### src/hw/rtl/cel_pkg.sv
// Package: shared types and constants of the caret-escaping line tail.
`default_nettype none
package cel_pkg;

    localparam int LINE_WIDTH_DEF = 72;
    localparam int COUNT_W        = 11;
    localparam int CFG_IDX_W      = 1;
    localparam int CFG_DATA_W     = 11;

    localparam logic [COUNT_W-1:0] COUNT_MAX       = 11'd2047;
    localparam logic [COUNT_W-1:0] MAX_CHARS_RESET = 11'd1000;

    localparam logic [7:0] CHAR_NL     = 8'h0A;
    localparam logic [7:0] CHAR_DEL    = 8'd127;
    localparam logic [7:0] CHAR_DOLLAR = 8'h24;
    localparam logic [7:0] CHAR_CARET  = 8'h5E;
    localparam logic [7:0] CHAR_QMARK  = 8'h3F;
    localparam logic [7:0] CTRL_LAST   = 8'd31;
    localparam logic [7:0] CTRL_OFFSET = 8'd64;

    localparam logic [CFG_IDX_W-1:0] CFG_REVERSE_ORDER  = 1'd0;
    localparam logic [CFG_IDX_W-1:0] CFG_MAX_LINE_CHARS = 1'd1;

    localparam logic [1:0] STATUS_CLEAN    = 2'd0;
    localparam logic [1:0] STATUS_ALTERED  = 2'd1;
    localparam logic [1:0] STATUS_TOO_LONG = 2'd2;

    typedef enum logic [2:0] {
        ST_IDLE,
        ST_CARET,
        ST_SETUP,
        ST_RD_A,
        ST_RD_B,
        ST_LOAD
    } state_t;

endpackage
`default_nettype wire

### src/hw/rtl/caret_escape_line_tail_unit.sv
// Top level: caret-escaping line tail with a ring store of the current line.
// Printable or dropped byte: handled in idle; control byte or DEL: two store writes.
// Newline and end of input: read out n = min(stored count, LINE_WIDTH) characters,
// one result per pair of reads (read, read, load); one result if n = 0.
// Results are registered in the load state, which holds while the output is stalled; input stalls outside idle.
// Reset (async, active low) clears control state only; the store needs no clearing pass.
`default_nettype none
module caret_escape_line_tail_unit
    import cel_pkg::*;
#(
    parameter int LINE_WIDTH = LINE_WIDTH_DEF
)
(
    input  wire logic                  clk,
    input  wire logic                  rst_n,
    input  wire logic                  cfg_we,
    input  wire logic [CFG_IDX_W-1:0]  cfg_index,
    input  wire logic [CFG_DATA_W-1:0] cfg_data,
    input  wire logic                  in_valid,
    output logic                       in_stall,
    input  wire logic [7:0]            in_byte,
    input  wire logic                  end_of_input,
    output logic                       out_valid,
    input  wire logic                  out_stall,
    output logic [7:0]                 first_char,
    output logic [7:0]                 second_char,
    output logic [1:0]                 chars_valid,
    output logic                       line_break_after,
    output logic                       last,
    output logic                       stream_done,
    output logic [1:0]                 exit_status
);

    localparam int AW = $clog2(LINE_WIDTH);
    localparam int CW = $clog2(LINE_WIDTH + 1);
    localparam logic [AW-1:0]      LAST_POS  = AW'(LINE_WIDTH - 1);
    localparam logic [CW-1:0]      WIDTH_N   = CW'(LINE_WIDTH);
    localparam logic [COUNT_W-1:0] WIDTH_CNT = COUNT_W'(LINE_WIDTH);

    state_t state_reg, state_next;

    logic [AW-1:0]      wp_reg;
    logic [COUNT_W-1:0] count_reg;
    logic               skip_reg;
    logic               altered_reg;
    logic               lerr_reg;
    logic               rev_reg;
    logic [COUNT_W-1:0] max_reg;
    logic               brk_reg;
    logic               done_reg;
    logic [1:0]         status_reg;
    logic [CW-1:0]      rem_reg;
    logic [1:0]         pv_reg;
    logic [AW-1:0]      rd_addr_reg;
    logic [7:0]         char_a_reg;
    logic [7:0]         caret_char_reg;

    logic               out_valid_reg;
    logic [7:0]         first_char_reg;
    logic [7:0]         second_char_reg;
    logic [1:0]         chars_valid_reg;
    logic               line_break_reg;
    logic               last_reg;
    logic               stream_done_reg;
    logic [1:0]         exit_status_reg;

    logic               in_acc;
    logic               is_nl;
    logic               is_ctrl;
    logic               is_high;
    logic [AW-1:0]      wp_inc;
    logic [COUNT_W:0]   sum1;
    logic [COUNT_W:0]   sum2;
    logic [COUNT_W-1:0] count_p1;
    logic [COUNT_W-1:0] count_p2;
    logic [CW-1:0]      n_line;
    logic [CW:0]        fwd_sum;
    logic [CW:0]        fwd_wrap;
    logic [AW-1:0]      start_fwd;
    logic [AW-1:0]      start_rev;
    logic [AW-1:0]      rd_addr_adv;
    logic               out_free;
    logic               fin;

    logic               mem_we;
    logic [7:0]         mem_wdata;
    logic               mem_re;
    logic [7:0]         mem_rdata;

    assign in_acc   = in_valid && !in_stall;
    assign is_nl    = (in_byte == CHAR_NL);
    assign is_ctrl  = (in_byte inside {[8'd0:CTRL_LAST]}) || (in_byte == CHAR_DEL);
    assign is_high  = in_byte[7];
    assign wp_inc   = (wp_reg == LAST_POS) ? '0 : wp_reg + 1'b1;
    assign sum1     = {1'b0, count_reg} + (COUNT_W+1)'(1);
    assign sum2     = {1'b0, count_reg} + (COUNT_W+1)'(2);
    assign count_p1 = sum1[COUNT_W] ? COUNT_MAX : sum1[COUNT_W-1:0];
    assign count_p2 = sum2[COUNT_W] ? COUNT_MAX : sum2[COUNT_W-1:0];
    assign n_line   = (count_reg < WIDTH_CNT) ? count_reg[CW-1:0] : WIDTH_N;
    assign fwd_sum  = {1'b0, CW'(wp_reg)} + {1'b0, WIDTH_N} - {1'b0, n_line};
    assign fwd_wrap = fwd_sum - {1'b0, WIDTH_N};
    assign start_fwd = (fwd_sum >= {1'b0, WIDTH_N}) ? fwd_wrap[AW-1:0] : fwd_sum[AW-1:0];
    assign start_rev = (wp_reg == '0) ? LAST_POS : wp_reg - 1'b1;
    assign rd_addr_adv = rev_reg ?
                         ((rd_addr_reg == '0) ? LAST_POS : rd_addr_reg - 1'b1) :
                         ((rd_addr_reg == LAST_POS) ? '0 : rd_addr_reg + 1'b1);
    assign out_free = !out_valid_reg || !out_stall;
    assign fin      = (rem_reg == '0);

    cel_ram
    #(
        .WIDTH (8),
        .DEPTH (LINE_WIDTH)
    )
    u_store
    (
        .clk   (clk),
        .we    (mem_we),
        .waddr (wp_reg),
        .wdata (mem_wdata),
        .re    (mem_re),
        .raddr (rd_addr_reg),
        .rdata (mem_rdata)
    );

    // next state
    always_comb
    begin
        state_next = state_reg;
        case (state_reg)
            ST_IDLE:
            begin
                if (in_acc)
                begin
                    if (end_of_input)
                    begin
                        state_next = ST_SETUP;
                    end
                    else if (!skip_reg && is_nl)
                    begin
                        state_next = ST_SETUP;
                    end
                    else if (!skip_reg && is_ctrl)
                    begin
                        state_next = ST_CARET;
                    end
                end
            end
            ST_CARET: state_next = ST_IDLE;
            ST_SETUP: state_next = ST_RD_A;
            ST_RD_A:  state_next = fin ? ST_LOAD : ST_RD_B;
            ST_RD_B:  state_next = ST_LOAD;
            ST_LOAD:
            begin
                if (out_free)
                begin
                    state_next = fin ? ST_IDLE : ST_RD_A;
                end
            end
            default:  state_next = ST_IDLE;
        endcase
    end

    // store and handshake control
    always_comb
    begin
        in_stall  = 1'b1;
        mem_we    = 1'b0;
        mem_wdata = in_byte;
        mem_re    = 1'b0;
        case (state_reg)
            ST_IDLE:
            begin
                in_stall = 1'b0;
                mem_we   = in_acc && !end_of_input && !skip_reg && (is_nl || is_ctrl || !is_high);
                if (is_nl)
                begin
                    mem_wdata = CHAR_DOLLAR;
                end
                else if (is_ctrl)
                begin
                    mem_wdata = CHAR_CARET;
                end
            end
            ST_CARET:
            begin
                mem_we    = 1'b1;
                mem_wdata = caret_char_reg;
            end
            ST_RD_A:  mem_re = !fin;
            ST_RD_B:  mem_re = !fin;
            default:
            begin
                mem_re = 1'b0;
            end
        endcase
    end

    always_ff @(posedge clk or negedge rst_n)
    begin
        if (!rst_n)
        begin
            state_reg     <= ST_IDLE;
            wp_reg        <= '0;
            count_reg     <= '0;
            skip_reg      <= 1'b0;
            altered_reg   <= 1'b0;
            lerr_reg      <= 1'b0;
            rev_reg       <= 1'b0;
            max_reg       <= MAX_CHARS_RESET;
            brk_reg       <= 1'b0;
            done_reg      <= 1'b0;
            status_reg    <= STATUS_CLEAN;
            rem_reg       <= '0;
            pv_reg        <= '0;
            out_valid_reg <= 1'b0;
        end
        else
        begin
            state_reg <= state_next;

            if (cfg_we)
            begin
                case (cfg_index)
                    CFG_REVERSE_ORDER:  rev_reg <= cfg_data[0];
                    CFG_MAX_LINE_CHARS: max_reg <= cfg_data[COUNT_W-1:0];
                    default:            rev_reg <= rev_reg;
                endcase
            end

            case (state_reg)
                ST_IDLE:
                begin
                    if (in_acc)
                    begin
                        if (end_of_input)
                        begin
                            status_reg  <= lerr_reg ? STATUS_TOO_LONG :
                                           (altered_reg ? STATUS_ALTERED : STATUS_CLEAN);
                            brk_reg     <= 1'b0;
                            done_reg    <= 1'b1;
                            skip_reg    <= 1'b0;
                            altered_reg <= 1'b0;
                            lerr_reg    <= 1'b0;
                        end
                        else if (skip_reg)
                        begin
                            if (is_nl)
                            begin
                                skip_reg <= 1'b0;
                            end
                        end
                        else if (is_nl)
                        begin
                            wp_reg    <= wp_inc;
                            count_reg <= count_p1;
                            brk_reg   <= 1'b1;
                            done_reg  <= 1'b0;
                        end
                        else if (is_ctrl)
                        begin
                            wp_reg      <= wp_inc;
                            altered_reg <= 1'b1;
                        end
                        else if (is_high)
                        begin
                            altered_reg <= 1'b1;
                        end
                        else if (count_p1 > max_reg)
                        begin
                            lerr_reg  <= 1'b1;
                            skip_reg  <= 1'b1;
                            wp_reg    <= '0;
                            count_reg <= '0;
                        end
                        else
                        begin
                            wp_reg    <= wp_inc;
                            count_reg <= count_p1;
                        end
                    end
                end
                ST_CARET:
                begin
                    if (count_p2 > max_reg)
                    begin
                        lerr_reg  <= 1'b1;
                        skip_reg  <= 1'b1;
                        wp_reg    <= '0;
                        count_reg <= '0;
                    end
                    else
                    begin
                        wp_reg    <= wp_inc;
                        count_reg <= count_p2;
                    end
                end
                ST_SETUP:
                begin
                    rem_reg   <= n_line;
                    wp_reg    <= '0;
                    count_reg <= '0;
                end
                ST_RD_A:
                begin
                    if (!fin)
                    begin
                        rem_reg <= rem_reg - 1'b1;
                        pv_reg  <= 2'd1;
                    end
                    else
                    begin
                        pv_reg <= 2'd0;
                    end
                end
                ST_RD_B:
                begin
                    if (!fin)
                    begin
                        rem_reg <= rem_reg - 1'b1;
                        pv_reg  <= 2'd2;
                    end
                end
                default:
                begin
                    rem_reg <= rem_reg;
                end
            endcase

            if ((state_reg == ST_LOAD) && out_free)
            begin
                out_valid_reg <= 1'b1;
            end
            else if (!out_stall)
            begin
                out_valid_reg <= 1'b0;
            end
        end
    end

    always_ff @(posedge clk)
    begin
        if ((state_reg == ST_IDLE) && in_acc)
        begin
            caret_char_reg <= (in_byte == CHAR_DEL) ? CHAR_QMARK : in_byte + CTRL_OFFSET;
        end
        if (state_reg == ST_SETUP)
        begin
            rd_addr_reg <= rev_reg ? start_rev : start_fwd;
        end
        else if (mem_re)
        begin
            rd_addr_reg <= rd_addr_adv;
        end
        if (state_reg == ST_RD_B)
        begin
            char_a_reg <= mem_rdata;
        end
        if ((state_reg == ST_LOAD) && out_free)
        begin
            first_char_reg  <= (pv_reg != 2'd0) ? char_a_reg : 8'd0;
            second_char_reg <= (pv_reg == 2'd2) ? mem_rdata : 8'd0;
            chars_valid_reg <= pv_reg;
            last_reg        <= fin;
            line_break_reg  <= fin && brk_reg;
            stream_done_reg <= fin && done_reg;
            exit_status_reg <= (fin && done_reg) ? status_reg : STATUS_CLEAN;
        end
    end

    assign out_valid        = out_valid_reg;
    assign first_char       = first_char_reg;
    assign second_char      = second_char_reg;
    assign chars_valid      = chars_valid_reg;
    assign line_break_after = line_break_reg;
    assign last             = last_reg;
    assign stream_done      = stream_done_reg;
    assign exit_status      = exit_status_reg;

endmodule
`default_nettype wire

### src/hw/rtl/cel_ram.sv
// Generic single-write, single-read RAM with registered read data.
`default_nettype none
module cel_ram
#(
    parameter int WIDTH = 8,
    parameter int DEPTH = 72
)
(
    input  wire logic                     clk,
    input  wire logic                     we,
    input  wire logic [$clog2(DEPTH)-1:0] waddr,
    input  wire logic [WIDTH-1:0]         wdata,
    input  wire logic                     re,
    input  wire logic [$clog2(DEPTH)-1:0] raddr,
    output logic      [WIDTH-1:0]         rdata
);

    logic [WIDTH-1:0] mem [DEPTH];

    always_ff @(posedge clk)
    begin
        if (we)
        begin
            mem[waddr] <= wdata;
        end
        if (re)
        begin
            rdata <= mem[raddr];
        end
    end

endmodule
`default_nettype wire

### config.mk
export PLATFORM = sky130hd
export DESIGN_NAME = caret_escape_line_tail_unit
export DESIGN_NICKNAME = d
export VERILOG_FILES = /design/src/hw/rtl/cel_pkg.sv /design/src/hw/rtl/caret_escape_line_tail_unit.sv /design/src/hw/rtl/cel_ram.sv
export SDC_FILE = /design/constraint.sdc
export NUM_CORES = 1
export LEC_CHECK = 0
export ABC_CLOCK_PERIOD_IN_PS = 6900
export BUFFER_PORTS_ARGS = -buffer_cell sky130_fd_sc_hd__buf_2
export CAP_MARGIN = 0
export CORE_UTILIZATION = 50
export DETAILED_ROUTE_END_ITERATION = 8
export HOLD_SLACK_MARGIN = 0.02
export PLACE_DENSITY = 0.66
export SLEW_MARGIN = 20
export SYNTH_ARGS = -nofsm -noshare
export SYNTH_HDL_FRONTEND = slang
export SYNTH_SLANG_ARGS = --single-unit
### constraint.sdc
create_clock -name clk -period 6.9 [get_ports clk]
set_clock_uncertainty 0.05 [all_clocks]
set_input_delay 0.69 -clock clk [delete_from_list [all_inputs] [get_ports clk]]
set_output_delay 0.69 -clock clk [all_outputs]
set_load 0.03 [all_outputs]
=== Word-level counts from Yosys, hierarchy flattened ===
Memory sizes are Yosys's and may differ from the RTL's. A register that Yosys moved wholly into a read port is not among the register bits.
Index checks and enable logic that the tools add are counted.

* Input bits: 26
* Logic and storage cells: 202
* Memory bits (writable): 576
* Memories: 1
* Output and inout port bits: 25
* Flip-flop bits (word level): 96

{| class="wikitable"
|+ Memory list
! memory !! words !! width !! rd ports !! clocked after memory_dff !! write ports !! line !! RTL
|-
| u_store.mem || 72 || 8 || 1 || 1 || 1 || cel_ram.sv:18 || <nowiki>logic [WIDTH-1:0] mem [DEPTH];</nowiki>
|}

* Eq/ne operators: 29
* Muxes and demuxes: 84
* Add/sub/neg operators: 11
* Magnitude comparators: 6
* Bitwise logic cells: 1
* Reduce and logical (&&, ||, !) cells: 46

{| class="wikitable"
|+ Operators by type and width
! kind !! number
|-
| 2-to-1 mux 7 bit || 19
|-
| 2-to-1 mux 11 bit || 10
|-
| 2-to-1 mux 1 bit || 36
|-
| one-hot mux 11 bit (3 select lines) || 1
|-
| greater-than comparator 11 bit || 2
|-
| logical NOT 7 bit || 3
|-
| one-hot mux 7 bit (3 select lines) || 1
|-
| subtractor 7 x 1 -> 7 bit (second input constant) || 3
|-
| != test 2 bit (second input constant) || 9
|-
| != test 3 bit (second input constant) || 6
|-
| 2-to-1 mux 8 bit || 2
|-
| one-hot mux 8 bit (2 select lines) || 1
|-
| 2-to-1 mux 3 bit || 5
|-
| one-hot mux 3 bit (5 select lines) || 1
|-
| adder 7 x 1 -> 7 bit (second input constant) || 2
|-
| equality test 7 bit (second input constant) || 2
|-
| one-hot mux 7 bit (2 select lines) || 1
|-
| adder 11 x 1 -> 12 bit (second input constant) || 1
|-
| adder 11 x 2 -> 12 bit (second input constant) || 1
|-
| nonzero test 2 bit || 6
|-
| logical AND 1 bit || 11
|-
| < comparator 11 x 7 -> 1 bit (second input constant) || 1
|-
| AND reduction 5 bit || 2
|-
| AND reduction 3 bit || 3
|-
| other kinds (30) || 48
|}

=== Longest topological paths before layout ===
Gate-level depths: netlist of the first run.

* Depth after elaboration: 11
* Depth in mapped cells: 15
* Mapped depth without buffers: 14

=== Cells and area by module ===
From an unflattened synthesis of the first run, not the netlist that was laid out.

* Cell total of the unflattened synthesis: 1718
* Area, all modules: 29130.4 um2

{| class="wikitable"
|+ By module, submodules not included
! module !! cells each !! times used !! area an instance (um2) !! sequential area each (um2)
|-
| cel_ram || 1022 || 1 || 22725.5 || 17536.8
|-
| caret_escape_line_tail_unit || 696 || 1 || 6404.9 || 2640.0
|}

=== Least setup slack after synthesis of the first run ===
Ideal clock, no wire load.

* Path type: input -> register
* From: in in_byte[7]
* To: mem u_store.mem[0][2], data pin
* Required time: 6259 ps
* Path slack: 2639 ps
* Buffers on the path: 0
* Arrival: 3620 ps
* Stages on the path: 6
* Library setup time: 591 ps
* Cells stage by stage: inv_1 -> ha_1 -> nand4b_1 -> nor2_1 -> o31ai_1 -> a21oi_1

* Cells in the longest elaborated chain, start to end: 6
* Elaborated cells on any way between the ends: 9
* Those cells by class: 2 x order compare; 2 x eq/ne; 3 x mux; 2 x reduce/logical

{| class="wikitable"
|+ Ends and longest elaborated chain
! what !! line !! RTL
|-
| from (decl) || caret_escape_line_tail_unit.sv:21 || <nowiki>input wire logic [7:0] in_byte,</nowiki>
|-
| >= comparator 8 x 1 -> 1 bit / less-or-equal comparator 8 x 5 -> 1 bit (equally long branches) || caret_escape_line_tail_unit.sv:92 || <nowiki>assign is_ctrl = (in_byte inside {[8'd0:CTRL_LAST]}) || (in_byte == CHAR_DEL);</nowiki>
|-
| logical AND 1 bit || caret_escape_line_tail_unit.sv:92 ||
|-
| logical OR 1 bit || caret_escape_line_tail_unit.sv:92 ||
|-
| 2-to-1 mux 8 bit || caret_escape_line_tail_unit.sv:180 || <nowiki>else if (is_ctrl)</nowiki>
|-
| 2-to-1 mux 8 bit (*) || caret_escape_line_tail_unit.sv:176 || <nowiki>if (is_nl)</nowiki>
|-
| one-hot mux 8 bit (2 select lines) (*) || caret_escape_line_tail_unit.sv:171 || <nowiki>case (state_reg)</nowiki>
|-
| named net mem_wdata[2] || caret_escape_line_tail_unit.sv:86 || <nowiki>logic [7:0] mem_wdata;</nowiki>
|-
| to (decl) || cel_ram.sv:18 ||
|}

The timed path passes the listed nets; every way through them passes the cells marked *.

=== Final worst setup path of the first run ===
* From: reg count_reg[8]
* To: reg rd_addr_reg[4], data pin

* Cells in the longest elaborated chain, start to end: 7
* Elaborated cells on any way between the ends: 8
* Those cells by class: 2 x add/sub; 2 x order compare; 4 x mux

{| class="wikitable"
|+ Ends and longest elaborated chain
! what !! line !! RTL
|-
| from (decl) || caret_escape_line_tail_unit.sv:43 || <nowiki>logic [COUNT_W-1:0] count_reg;</nowiki>
|-
| from (signal assigned) || caret_escape_line_tail_unit.sv:256 || <nowiki>count_reg <= count_p1;</nowiki>
|-
| from (signal assigned) || caret_escape_line_tail_unit.sv:279 || <nowiki>count_reg <= count_p1;</nowiki>
|-
| from (signal assigned) || caret_escape_line_tail_unit.sv:295 || <nowiki>count_reg <= count_p2;</nowiki>
|-
| < comparator 11 x 7 -> 1 bit (*) || caret_escape_line_tail_unit.sv:99 || <nowiki>assign n_line = (count_reg < WIDTH_CNT) ? count_reg[CW-1:0] : WIDTH_N;</nowiki>
|-
| 2-to-1 mux 7 bit (*) || caret_escape_line_tail_unit.sv:99 ||
|-
| subtractor 8 x 7 -> 8 bit (*) || caret_escape_line_tail_unit.sv:100 || <nowiki>assign fwd_sum = {1'b0, CW'(wp_reg)} + {1'b0, WIDTH_N} - {1'b0, n_line};</nowiki>
|-
| subtractor 7 bit / >= comparator 8 x 7 -> 1 bit (equally long branches) || caret_escape_line_tail_unit.sv:101, caret_escape_line_tail_unit.sv:102 ||
|-
| 2-to-1 mux 7 bit (*) || caret_escape_line_tail_unit.sv:102 || <nowiki>assign start_fwd = (fwd_sum >= {1'b0, WIDTH_N}) ? fwd_wrap[AW-1:0] : fwd_sum[AW-1:0];</nowiki>
|-
| 2-to-1 mux 7 bit (*) || caret_escape_line_tail_unit.sv:349 || <nowiki>rd_addr_reg <= rev_reg ? start_rev : start_fwd;</nowiki>
|-
| 2-to-1 mux 7 bit (*) || caret_escape_line_tail_unit.sv:347 || <nowiki>if (state_reg == ST_SETUP)</nowiki>
|-
| to (signal assigned) || caret_escape_line_tail_unit.sv:349 ||
|-
| to (signal assigned) || caret_escape_line_tail_unit.sv:353 || <nowiki>rd_addr_reg <= rd_addr_adv;</nowiki>
|-
| to (decl) || caret_escape_line_tail_unit.sv:54 || <nowiki>logic [AW-1:0] rd_addr_reg;</nowiki>
|}

Mark *: on every way between the ends. The rest lies on a longest branch, timed or not.
A chain may end at the register's enable or synchronous reset.

==> summary.md, run 1 <==
| Metric | Value |
|---|---|
| Core region area | between 50,000 and 60,000 um2 |
| DR pass1 iterations | 5 |
| Number of global-route vias before repair | 15,700 |
| PwrDens | 451 nW/um2 |
| Post-CTS resize count | 0 |
| WP data arrival | roughly 4.8 ns |
| TNS Setup | 0 ns |
| Reg area | 20,200 um2 |
| Remaining global-route overflow | 0 |
| CP cell instances | or4_1, a21oi_1, nand2b_1, ha_1, inv_1, ha_1, or2_2, and3_1, o311ai_0, a21boi_1, mux2i_1, o31a_1 |
| Critical path class | reg -> reg |
| DR DRC count | 0 |
| Clock slew at reported path FFs | 0.06 ns |
| Clock Root Buffer | clkbuf_16 |
| Die Y | 243 um |
| Buffer count from post-CTS setup fixing | 0 |
| Most used DFF post-synth | edfxtp_1 |
| Post-Syn Nets | 1,742 |
| Detail Placement HPWL | around 38,000 um |
| VDD IR max | 0.401 mV |
| CTS tree | yes |
| WL per Instance | 25.0 um |
| N_diodes | 0 |
| Fmax | 0.223 GHz |
| Min Tclk post-route | 4.48 ns |
| Synth Register Bits | a little under 700 |
| Routed vias | 15,400 |
| Post-route cell area | 32,200 um2 |
| Routed Antenna Nets | 0 |
| Final worst path period share | 65.0% |
| TritonCTS Buffers | 72 |
| Post-CTS Hold Fix Bufs | 0 |
| Ys Warns | 0 |
| Initial antenna violation count | 0 |
| Seq/Total Area, Yosys | 69.7% |
| Final nets | 1,797 |
| Asr flop ratio synth | 7.35% |
| Routability cong. | 0.864 |
| Number of synthesized flops with an enable pin | between 600 and 700 |
| Area after DPL | 29,900 um2 |
| Pins Over Slew Limit | 0 |
| Clock Latency Late Sink | 0.60 ns |
| H-tree levels | 3 |
| Most frequent cells in the layout | edfxtp_1, mux4_2, nor2_1, nand2_1, clkbuf_16 |
| Worst Tran Pin Value | 1.07 ns |
| Syn avg cell area | 17.3 um2 |
| Most used cell, CP | ha_1 |
| RSZ-0062 raised after global routing | no |
| Worst hold margin | 0.167 ns |
| Largest net degree at the start of global routing | 151 |
| Mapped cell area | about 29,000 um2 |
| Leak pwr | 10.6 nW |
| Status | complete, no violations |
| Hold crit path type | in -> async |
| Post-Route WL | 63,400 um |
| First-pass GRT wire length | around 98,000 um |
| CTS sink cnt | 680 |
| Total GRT Usage | 22.3% |
| Power Total | between 10 and 15 mW |
| Layout cell share with drive strength beyond 1 | 21.2% |
| Netlist cell types | 71 |
| Post-Synthesis Cells | ~1,700 |
| Initial Util | between 50 and 60% |
| Max reg flops | 576 |
| Syn-to-layout area delta | 11.4% |
| Worst Setup End Kind | register |
| Port bufs | 50 |
| WP data required | 7.19 ns |
| Die area | roughly 60,000 um2 |
| Endpoints failing setup | 0 |
| Multi-input gate area | 8220 um2 |
| DRT iter0 DRCs | about 1,400 |
| Filler cell count | 4,309 |
| Most common cell after layout, fill and taps aside | edfxtp_1 |
| Ports | between 50 and 60 |
| Via density | approximately 6.1 |
| Site Rows | 87 |
| Hold Vio Cnt, Final | 0 |
| CTS Buffer Depth | 3 |
| Die width | 243 um |
| Crit Path Max Fanout | 8 |
| Slew headroom | about 29% |
| Critical Path Max Stage Delay | roughly 0.6 ns |
| Setup crit start kind | register |
| Crit path buf inv count | 1 |
| Slowest cell on the critical path | o311ai_0 |
| Top delay family on crit path | compound AO/OA/AOI/OAI gates |
| Maximum capacitance violations | 0 |
## cell usage after synthesis (5+ instances only)
master / instances / area, um2
and2_1: 16 / 100
nand4_1: 15 / 93.8
nor4_1: 5 / 31.3
o211ai_1: 8 / 60.1
a32o_1: 5 / 50.1
buf_1: 5 / 18.8
or2_2: 5 / 31.3
nand2b_1: 11 / 68.8
a211o_1: 5 / 43.8
o31ai_1: 5 / 37.5
inv_1: 48 / 180
a22oi_1: 16 / 120
o32ai_1: 5 / 43.8
mux4_2: 169 / 3810
buf_4: 8 / 60.1
nand3_1: 23 / 115
xor2_1: 6 / 52.6
xnor2_1: 12 / 105
clkbuf_1: 53 / 199
a21oi_1: 33 / 165
nor3_1: 23 / 115
dfstp_2: 6 / 158
and3_1: 6 / 37.5
o21ai_0: 41 / 205
buf_2: 16 / 80.1
nor2b_1: 19 / 119
nor3b_1: 6 / 45.0
nor2_1: 141 / 529
nand2_1: 76 / 285
a211oi_1: 15 / 113
mux2i_1: 29 / 290
dfrtp_1: 44 / 1100
mux2_2: 17 / 191
ha_1: 46 / 576
o22ai_1: 15 / 93.8
or3_1: 7 / 43.8
edfxtp_1: 630 / 18900
a31oi_1: 17 / 106
buf_6: 5 / 56.3
## report_power, final
group | internal, mW | switching, mW
Sequential | 5.39 | 0.296
Combinational | 1.97 | 3.13
Clock | 2.21 | 1.53
Total | 9.57 | 4.95
## cells by family (layout without fill, tap and decap cells)
family                   after synthesis  after routing  synth area share [%]
AO/OA/AOI/OAI                        201            201                  4.62
multiplexers                         215            215                  14.8
flip-flops                           680            680                  69.7
AND/OR/NAND/NOR                      369            369                  6.06
XOR/XNOR                              18             18                 0.545
buffers and inverters                139            248                  2.15
adder cells (fa/ha/maj)               47             47                  2.06
## final cells by class
| cell class | instances | share of cell area, % |
|---|---|---|
| Multi-Input combinational cell | 850 | 25.5 |
| Timing Repair Buffer | 69 | 1.30 |
| Sequential cell | 680 | 62.6 |
| Inverter | 51 | 0.594 |
| Tap cell | 756 | 2.94 |
| Clock buffer | 99 | 6.20 |
| Clock inverter | 29 | 0.850 |
## worst paths after layout
path / start / to / slack [ns] / cells past startpoint
setup / recovery: count_reg[8] / rd_addr_reg[4] / 2.42 / 12
max in group asynchronous: rst_n / state_reg[0] / 6.17 / 2
setup reg to reg: count_reg[8] / rd_addr_reg[4] / 2.42 / 12
hold / removal: rst_n / count_reg[6] / 0.17 / 2
hold reg to reg: u_store.rdata[4] / char_a_reg[4] / 0.39 / 0
min in group clk: in_byte[2] / caret_char_reg[2] / 0.26 / 1
## stage by stage
| stage | setup WS (ns) | std cells | utilization [%] |
|---|---|---|---|
| final | 2.42 | 2534 | 56.7 |
| after global routing | 2.07 | 2534 | 56.7 |
| after CTS | 2.47 | 2534 | 56.7 |
| after detailed placement | 2.39 | 2406 | 52.7 |
| after global placement | 2.47 | 2406 | 52.7 |
| after floorplan | 2.64 | 1669 | - |
## layer usage
layer / wire (um) / track usage [%] / share of wire (%)
met1: 27000 / 31.7 / 43
met2: 30600 / 35.4 / 48
met3: 4540 / 4.43 / 7.2
met4: 1320 / 5.71 / 2.1
met5: 0 / 0 / 0
Note: power is estimated with default switching activity, not from simulation.
==> run 2, diff against run 1 <==
ABC_CLOCK_PERIOD_IN_PS = 3770   (was 6900)
PLACE_DENSITY = 0.68   (was 0.66)
clock period = 3.77 ns   (was 6.9 ns; I/O delays follow)
==> run 2 against run 1 <==
Compared with the run above: register-to-register slack worse by 2.3 ns; total power is 92% higher; hold slack worse by 0.095 ns; largest power group unchanged.
==> summary.md, run 2 (same netlist as run 1, synthesis figures left out) <==
| Metric | Value |
|---|---|
| Status | complete, no violations |
| Hold Vio Cnt, Final | 0 |
| Die Y | 243 um |
| Post-Route WL | 65,000 um |
| Inst Count DP | 2,537 |
| TritonCTS Buffers | 71 |
| RSZ-0062 raised after global routing | yes |
| WL per Instance | 24.2 um |
| DR DRC count | 0 |
| Most common cell after layout, fill and taps aside | edfxtp_1 |
| Maximum capacitance violations | 0 |
| Via density | between 6 and 7 |
| Routed Antenna Nets | 0 |
| Pins Over Slew Limit | 0 |
| Leak pwr | 11.5 nW |
| Syn-to-layout area delta | 16.9% |
| N_diodes | 0 |
| Die area | around 60,000 um2 |
| Die width | between 200 and 250 um |
| VDD IR max | 0.597 mV |
| CTS tree | yes |
| Routability cong. | about 0.87 |
| Port bufs | 50 |
| Ports | between 50 and 60 |
| Site Rows | 87 |
| Min Tclk post-route | 3.65 ns |
| Critical path class | reg -> reg |
| Fmax | 0.274 GHz |
| CTS Buffer Depth | 3 |
| Final nets | 1,947 |
| Final WS setup | around 0.12 ns |
| WP data required | 4.18 ns |
| H-tree levels | 3 |
| Final worst path period share | a little over nine tenths |
| Max reg flops | around 580 |
| Number of global-route vias before repair | ~16,000 |
| First-pass GRT wire length | 99,200 um |
| DRT iter0 DRCs | 1,603 |
| Endpoints failing setup | 0 |
| Clock Root Buffer | clkbuf_16 |
| Clock slew at reported path FFs | 0.06 ns |
| Initial antenna violation count | 0 |
| Remaining global-route overflow | 0 |
| Largest net degree at the start of global routing | between 70 and 80 |
| DR pass1 iterations | 6 |
| Post-placement setup slack | -0.0934 ns |
| Layout cell share with drive strength beyond 1 | 27.7% |
| Routed vias | 16,200 |
| Slew headroom | 39.6% |
| Final core occ | 59.5% |
| Worst Setup End Kind | register |
| Crit Path Max Fanout | 6 |
| Initial Util | 50.9% |
| Hold crit path type | in -> reg |
| Clock Latency Late Sink | 0.61 ns |
| Power Total | ~28 mW |
| Most frequent cells in the layout | edfxtp_1, mux4_2, nor2_1, buf_4, nand2_1 |
| Number of non-filler instances in the completed layout | about 2,700 |
| CTS sink cnt | 680 |
| Detail Placement HPWL | 40,800 um |
| Setup crit start kind | register |
| Core region area | between 50,000 and 60,000 um2 |
| PwrDens | 826 nW/um2 |
| Total GRT Usage | 22.4% |
| WP data arrival | 4.07 ns |
| Worst Tran Pin Value | 0.906 ns |
-- run 2: cell types whose count changed in the layout (fill, tap and decap cells not counted), sizes merged --
cell         before  now
buf              69  201
inv              49   51
clkbuf           99   82
clkinvlp          1    0
dlygate4sd3       0   19
bufinv            5   13
clkinv           25   35
-- run 2: report_power, final --
part / internal [mW] / leakage, nW / switching, mW
registers: 9.84 / 6.27 / 0.520
logic: 4.22 / 4.06 / 6.00
clock network: 4.46 / 1.21 / 2.92
total: 18.5 / 11.5 / 9.43
-- run 2: critical path: stages (launching register included) --
cell      delay (ns)
dfrtp_1         0.35
ha_1            0.19
nand3_1         0.21
or4_4           0.61
a31oi_1         0.28
ha_1            0.17
nand4_1         0.16
a211oi_1        0.23
a211oi_1        0.08
buf_4           0.16
o41a_1          0.45
o311ai_0        0.38
o221ai_1        0.19
-- run 2: layout make-up --
cell class                 count  area, um2
tap                          756        946
timing repair buffer         220       1760
multi-input combinational    850       8290
clock inverter                48        609
sequential                   680      20200
clock buffer                  82       1860
fill                        4152      23000
inverter                      51        191
-- run 2: final timing paths --
path	from	endpoint	slack, ns	depth (start not counted)
setup / recovery	count_reg[1]	wp_reg[4]	0.12	12
hold / removal	in_byte[6]	caret_char_reg[6]	0.07	2
setup reg to reg	count_reg[1]	wp_reg[4]	0.12	12
hold reg to reg	u_store.rdata[6]	char_a_reg[6]	0.39	0
max in group asynchronous	rst_n	count_reg[3]	2.71	3
min in group asynchronous	rst_n	max_reg[1]	0.17	2
-- run 2: repair_timing --
action	in CTS	in global routing
setup buffers	1	0
pin swaps	0	4
endpoints found under the hold margin	35	0
endpoints found under the setup margin	5	14
resized for setup	5	14
hold buffers	19	0
-- run 2: layer usage --
layer | share of wire [%] | global-route usage, %
met1 | 43 | 31.8
met2 | 48 | 35.3
met3 | 7.4 | 4.36
met4 | 2.2 | 7.13
met5 | 0 | 0
-- run 2: stage by stage --
step / TNS, ns / hold slack (ns) / cell area (um2)
4_1_cts: 0 / 0.0491 / 33800
2_1_floorplan: -0.0708 / 0.0314 / 29000
6_report: 0 / 0.0722 / 33800
3_5_place_dp: -0.217 / 0.269 / 31100
3_3_place_gp: -0.0267 / 0.261 / 31100
5_1_grt: -0.160 / 0.0667 / 33800
